<file path="src/rtl/core/dspt_pkg.sv">
`default_nettype none
package dspt_pkg;

  localparam int COUNT_W   = 24;
  localparam int TARGET_W  = 13;
  localparam int ERR_W     = 25;
  localparam int INTEG_W   = 40;
  localparam int GAIN_W    = 16;
  localparam int MAXD_W    = 8;
  localparam int DRIVE_W   = 16;
  localparam int DEG_W     = 10;
  localparam int TICK_W    = 7;
  localparam int CFG_IDX_W = 3;
  localparam int CFG_DAT_W = 16;

  localparam logic [TICK_W-1:0]    TICK_LIMIT = 7'd110;
  localparam logic signed [DEG_W-1:0] WIDE_TURN = 10'sd110;
  localparam logic signed [ERR_W-1:0] DONE_BAND = 25'sd15;
  localparam logic signed [ERR_W-1:0] DEAD_BAND = 25'sd10;
  localparam logic signed [13:0]   TURN_SCALE = 14'sd4109;

  typedef enum logic [CFG_IDX_W-1:0] {
    REG_TURN_DEGREES = 3'd0,
    REG_MAX_DRIVE    = 3'd1,
    REG_KP_WIDE      = 3'd2,
    REG_KI_WIDE      = 3'd3,
    REG_KD_WIDE      = 3'd4,
    REG_KP_NARROW    = 3'd5,
    REG_KI_NARROW    = 3'd6,
    REG_KD_NARROW    = 3'd7
  } dspt_reg_t;

  // per-item control from the top level to each side
  typedef struct packed {
    logic start;
    logic step;
    logic load1;
    logic load2;
    logic load3;
    logic load4;
  } dspt_ctl_t;

  // degrees * 4109 / 1024, truncated toward zero
  function automatic logic signed [TARGET_W-1:0] turn_target(
    input logic signed [DEG_W-1:0] deg
  );
    logic signed [22:0] prod;
    logic signed [22:0] adj;
    begin
      prod = 23'(deg) * 23'(TURN_SCALE);
      adj  = prod[22] ? (prod + 23'sd1023) : prod;
      turn_target = adj[TARGET_W+9:10];
    end
  endfunction

endpackage
`default_nettype wire

</file>
<file path="src/rtl/core/dspt_side.sv">
`default_nettype none
module dspt_side import dspt_pkg::*; (
  input  wire logic                       clk,
  input  wire logic                       rst_n,
  input  wire dspt_ctl_t                  ctl,
  input  wire logic signed [TARGET_W-1:0] target,
  input  wire logic signed [COUNT_W-1:0]  count,
  input  wire logic [GAIN_W-1:0]          kp,
  input  wire logic [GAIN_W-1:0]          ki,
  input  wire logic [GAIN_W-1:0]          kd,
  input  wire logic [MAXD_W-1:0]          max_drive,
  output logic                            prev_small,
  output logic signed [DRIVE_W-1:0]       drive
);

  // a turn takes at most 109 steps of a 25-bit error, so the integral
  // never leaves 32 bits and only those bits reach the gain product
  localparam int IACC_W = 32;
  localparam int PE_W  = ERR_W + GAIN_W + 1;
  localparam int PI_W  = IACC_W + GAIN_W + 1;
  localparam int SUM_W = PI_W + 1;
  localparam int Q_W   = SUM_W - 12;

  // loop state
  logic signed [ERR_W-1:0]   prev_err_r;
  logic signed [INTEG_W-1:0] integ_r;
  logic signed [COUNT_W-1:0] last_r;

  // stage 1
  logic signed [ERR_W-1:0]   err1_r, der1_r;
  logic signed [IACC_W-1:0]  acc1_r;
  logic [GAIN_W-1:0]         kp1_r, ki1_r, kd1_r;
  logic [MAXD_W-1:0]         maxd1_r, maxd2_r, maxd3_r;
  logic                      zero1_r, zero2_r, zero3_r;
  // stage 2
  logic signed [PE_W-1:0]    pe2_r, pd2_r;
  logic signed [PI_W-1:0]    pi2_r;
  // stage 3
  logic signed [SUM_W-1:0]   sum3_r;
  // stage 4
  logic signed [DRIVE_W-1:0] drive_r;

  logic signed [ERR_W-1:0]   err_nxt, der_nxt;
  logic signed [INTEG_W:0]   acc_wide;
  logic signed [INTEG_W-1:0] acc_nxt;
  logic                      dead;
  logic signed [PE_W-1:0]    pe_nxt, pd_nxt;
  logic signed [PI_W-1:0]    pi_nxt;
  logic signed [SUM_W-1:0]   sum_nxt, sum_adj;
  logic signed [Q_W-1:0]     q;
  logic signed [DRIVE_W-1:0] drive_nxt;

  always_comb begin
    err_nxt  = ERR_W'(target) - ERR_W'(count);
    der_nxt  = ERR_W'(count) - ERR_W'(last_r);
    acc_wide = (INTEG_W+1)'(integ_r) + (INTEG_W+1)'(err_nxt);
    if (acc_wide[INTEG_W] != acc_wide[INTEG_W-1]) begin
      acc_nxt = acc_wide[INTEG_W] ? {1'b1, {(INTEG_W-1){1'b0}}}
                                  : {1'b0, {(INTEG_W-1){1'b1}}};
    end else begin
      acc_nxt = acc_wide[INTEG_W-1:0];
    end
    dead = (err_nxt < DEAD_BAND) && (err_nxt > -DEAD_BAND);
    prev_small = (prev_err_r < DONE_BAND) && (prev_err_r > -DONE_BAND);
  end

  always_comb begin
    pe_nxt  = PE_W'(err1_r) * PE_W'($signed({1'b0, kp1_r}));
    pi_nxt  = PI_W'(acc1_r) * PI_W'($signed({1'b0, ki1_r}));
    pd_nxt  = PE_W'(der1_r) * PE_W'($signed({1'b0, kd1_r}));
    sum_nxt = SUM_W'(pe2_r) + SUM_W'(pi2_r) + SUM_W'(pd2_r);
  end

  // divide by 4096 toward zero, cap at max_drive, floor at -32768, zero if zero3_r
  always_comb begin
    sum_adj = sum3_r[SUM_W-1] ? (sum3_r + SUM_W'(4095)) : sum3_r;
    q       = sum_adj[SUM_W-1:12];
    if (zero3_r) begin
      drive_nxt = '0;
    end else if (q > $signed({{(Q_W-MAXD_W){1'b0}}, maxd3_r})) begin
      drive_nxt = DRIVE_W'($signed({1'b0, maxd3_r}));
    end else if (q < -(Q_W'(32768))) begin
      drive_nxt = {1'b1, {(DRIVE_W-1){1'b0}}};
    end else begin
      drive_nxt = q[DRIVE_W-1:0];
    end
  end

  always_ff @(posedge clk) begin
    if (!rst_n) begin
      prev_err_r <= '0;
      integ_r    <= '0;
      last_r     <= '0;
    end else if (ctl.start) begin
      prev_err_r <= ERR_W'(target);
      integ_r    <= '0;
      last_r     <= '0;
    end else if (ctl.step) begin
      prev_err_r <= err_nxt;
      integ_r    <= acc_nxt;
      last_r     <= count;
    end
  end

  always_ff @(posedge clk) begin
    if (ctl.load1) begin
      err1_r  <= err_nxt;
      der1_r  <= der_nxt;
      acc1_r  <= acc_nxt[IACC_W-1:0];
      kp1_r   <= kp;
      ki1_r   <= ki;
      kd1_r   <= kd;
      maxd1_r <= max_drive;
      zero1_r <= !ctl.step || dead;
    end
    if (ctl.load2) begin
      pe2_r   <= pe_nxt;
      pi2_r   <= pi_nxt;
      pd2_r   <= pd_nxt;
      maxd2_r <= maxd1_r;
      zero2_r <= zero1_r;
    end
    if (ctl.load3) begin
      sum3_r  <= sum_nxt;
      maxd3_r <= maxd2_r;
      zero3_r <= zero2_r;
    end
    if (ctl.load4) begin
      drive_r <= drive_nxt;
    end
  end

  assign drive = drive_r;

endmodule
`default_nettype wire

</file>
<file path="config.mk">
export PLATFORM = sky130hd
export DESIGN_NAME = dspt_side
export DESIGN_NICKNAME = d
export VERILOG_FILES = /design/src/rtl/core/dspt_pkg.sv /design/src/rtl/core/dspt_side.sv
export SDC_FILE = /design/constraint.sdc
export NUM_CORES = 2
export LEC_CHECK = 0
export BUFFER_PORTS_ARGS = -buffer_cell sky130_fd_sc_hd__buf_2
export CAP_MARGIN = 15
export CORE_ASPECT_RATIO = 0.6
export CORE_MARGIN = 2
export CORE_UTILIZATION = 45
export CTS_BUF_LIST = sky130_fd_sc_hd__clkbuf_2 sky130_fd_sc_hd__clkbuf_4 sky130_fd_sc_hd__clkbuf_8
export DETAILED_ROUTE_END_ITERATION = 7
export PLACE_DENSITY = 0.6
export SLEW_MARGIN = 0
export SYNTH_ARGS = -nofsm -noshare
export SYNTH_HDL_FRONTEND = slang
export SYNTH_SLANG_ARGS = --single-unit
</file>
<file path="constraint.sdc">
create_clock -name clk -period 9.9 [get_ports clk]
set_clock_uncertainty 0.2 [all_clocks]
set_input_delay 0.99 -clock clk [delete_from_list [all_inputs] [get_ports clk]]
set_output_delay 0.99 -clock clk [all_outputs]
set_load 0.01 [all_outputs]
</file>
==> out/results.ini <==
[logic_synthesis]
synth-simple-area-share_pct=14.4
yosysTopAreaCell=fa_1
syn_nets=9151
synth_mux_area_share_pct=0.576
synth_ff_type=edfxtp_1
synthXorXnorAreaFrac_pct=3.19
yosysMostFrequentCell=inv_1
ys_types=84
netlist_instances=7259
seq_area_frac_synth_pct=17.9
synth-adder-area-share_pct=46.6
synth-seq-cells=445
synth_top_family_by_area=adder cells
syn_area_um2=69500
synth_top_area_share_pct=38.1
synth_common_cells=1644 x inv_1, 1324 x fa_1, 926 x nand2_1, 570 x and2_1, 467 x ha_1
async_reset_ff_share_pct=0
yosys_warnings=0
synth.avg_cell_area_um2=9.58
synth-compound-area-share_pct=7.16
synth_edf_count=356
synth_area_leaders=fa_1 38%, edfxtp_1 15%, inv_1 8.9%

[place]
io_buffers=117
dp_hpwl_um=159000
preCtsSetupSlack_ps=1580
routabilityCongestion=0.942

[route]
drc=0
via_per_inst=5.26
vias=49533
first_pass_iters=5
antenna_left=0
detail_route.wl_per_cell_um=20.5
finalWirelength_um=193000
drt-initial-drc-count=4117

[cells_and_area]
fin_nets=9195
post-route-util_pct=48.5
syn2layout_area_growth_pct=6.81
final_layout_size_suffix_gt1_share_pct=5.20
num-fill-cells=14537

[setup_path]
critPathArrivalTime_ps=8800
crit_required_ps=10270
critPathMaxFanout=25
critical_path_class=flip-flop to flip-flop
endpoint_kind=flip-flop
r2r_cells=23
cp-start-kind=flip-flop

[clock_network]
cts_resized=0
post-cts-setup-buffers=0
path_clk_slew_ps=90
cts_buffers=80
cts.path.max_buffers=3
root_buffer=clkbuf_8
ctsHoldBuffers=0
cts_num_sinks=445
clk_latency_ps=850
cts_tree=yes
htree_levels=3

[grt]
grt_pass1_vias=51813
grt_use_total_pct=25.5
antenna_found_initial=21
grt_pass1_wl_um=306000
grt_max_degree=77
gr-total-overflow=0

[floorplan]
die_h_um=308
fp-row-count=111
dieWidth_um=511
dieArea_um2=158000
start_util_pct=45.4
coreArea_um2=153000
num_io_pins=118

[sta]
rsz0062_at_grt=false
fin_setup_tns_ps=0
maxSlewViolCount=0
worstMarginPinSlew_ps=1230
finalWorstSetupSlack_ps=1470
hold_violations=0
fin_crit_ps=8430
fmax_mhz=119
relSlewSlack_pct=17.9
report.final.setup_viol=0
hold_slack_ps=105
period_share_pct=85.1

[worst_hold_path]
hold_class=primary input to flip-flop
hold_depth=1

[job]
drv_cap=0

[outcome]
status=complete, no violations

-- layer usage --
layer | wire length [um] | global-route usage, %
met3 | 19100 | 6.82
met1 | 93200 | 39.5
met4 | 3610 | 4.88
met5 | 42 | 0
met2 | 76900 | 35.4
-- worst max-delay path, stage by stage, from the launching register on --
cell      delay, ps
edfxtp_1       1170
nand2_1         210
fa_1            560
fa_1            600
fa_1            450
fa_1            540
inv_1            50
fa_1            470
inv_1            50
fa_1            510
inv_1            50
ha_1            330
o2111a_1        200
a211oi_1        790
nor4b_1         220
o2111a_1        330
nor2_1          180
or3_1           190
a31o_2          190
o21bai_1        110
o31ai_1         320
nand2b_1        110
a21oi_1         230
xnor2_1          90
-- state kept, by name, indices dropped and copies added, names as in the netlist --
register    flops
ki1_r          16
integ_r        40
maxd1_r         8
pi2_r          49
zero1_r         1
err1_r         25
prev_err_r     25
maxd2_r         8
last_r         24
maxd3_r         8
pd2_r          42
zero2_r         1
zero3_r         1
drive          16
kp1_r          16
kd1_r          16
pe2_r          42
der1_r         25
sum3_r         50
acc1_r         32
-- metrics by stage --
stage	std cells	cell area, um^2
floorplan	7259	69500
global placement	9254	72400
detailed placement	9254	72400
CTS	9401	74200
global route	9407	74300
finish	9409	74300
-- cells in the final DEF, fill, tap and decap left out, types with 18 or more instances in the layout --
master	n
a211oi_1	23
a21o_1	107
a21oi_1	210
a31oi_1	24
and2_1	570
and3_1	32
buf_2	114
buf_4	88
clkbuf_8	86
clkinv_1	18
dfxtp_1	89
edfxtp_1	356
fa_1	1324
ha_1	467
inv_1	1644
mux2i_1	40
nand2_1	926
nand2b_1	34
nand3_1	56
nand4_1	32
nor2_1	260
nor2b_1	42
nor3_1	57
o21a_1	58
o21ai_0	147
o21bai_1	25
xnor2_1	180
xor2_1	73
-- final timing paths --
path                              from                    to  slack [ps]
setup reg to reg    kd1_r[2]$_DFFE_PP_   pd2_r[41]$_DFFE_PP_        1470
setup / recovery    kd1_r[2]$_DFFE_PP_   pd2_r[41]$_DFFE_PP_        1470
hold reg to reg   maxd2_r[7]$_DFFE_PP_  maxd3_r[7]$_DFFE_PP_         220
hold / removal                   kp[1]    kp1_r[1]$_DFFE_PP_         110
-- kinds of logic (layout without fill, tap and decap cells) --
kind of cell             after synthesis  after routing
adder cells (fa/ha/maj)             1793           1793
flip-flops                           445            445
other                                  0              7
XOR/XNOR                             253            253
AND/OR/NAND/NOR                     2083           2083
buffers and inverters               1888           1997
multiplexers                          40             40
AO/OA/AOI/OAI                        757            757
-- cell type report --
| class | instances | area [um^2] | area share (%) |
|---|---|---|---|
| Multi-Input combinational cell | 4926 | 49900 | 67.3 |
| Sequential cell | 445 | 12500 | 16.8 |
| Inverter | 1645 | 6170 | 8.31 |
| Tap cell | 2034 | 2540 | 3.43 |
| Timing Repair Buffer | 205 | 1280 | 1.73 |
| Clock buffer | 97 | 1270 | 1.70 |
| Clock inverter | 50 | 564 | 0.760 |
| Antenna cell | 7 | 17.5 | 0.0236 |
Power is left out: the tool's default activity adds up to more than one toggle a clock period on the data nets, which glitch-free logic cannot reach.
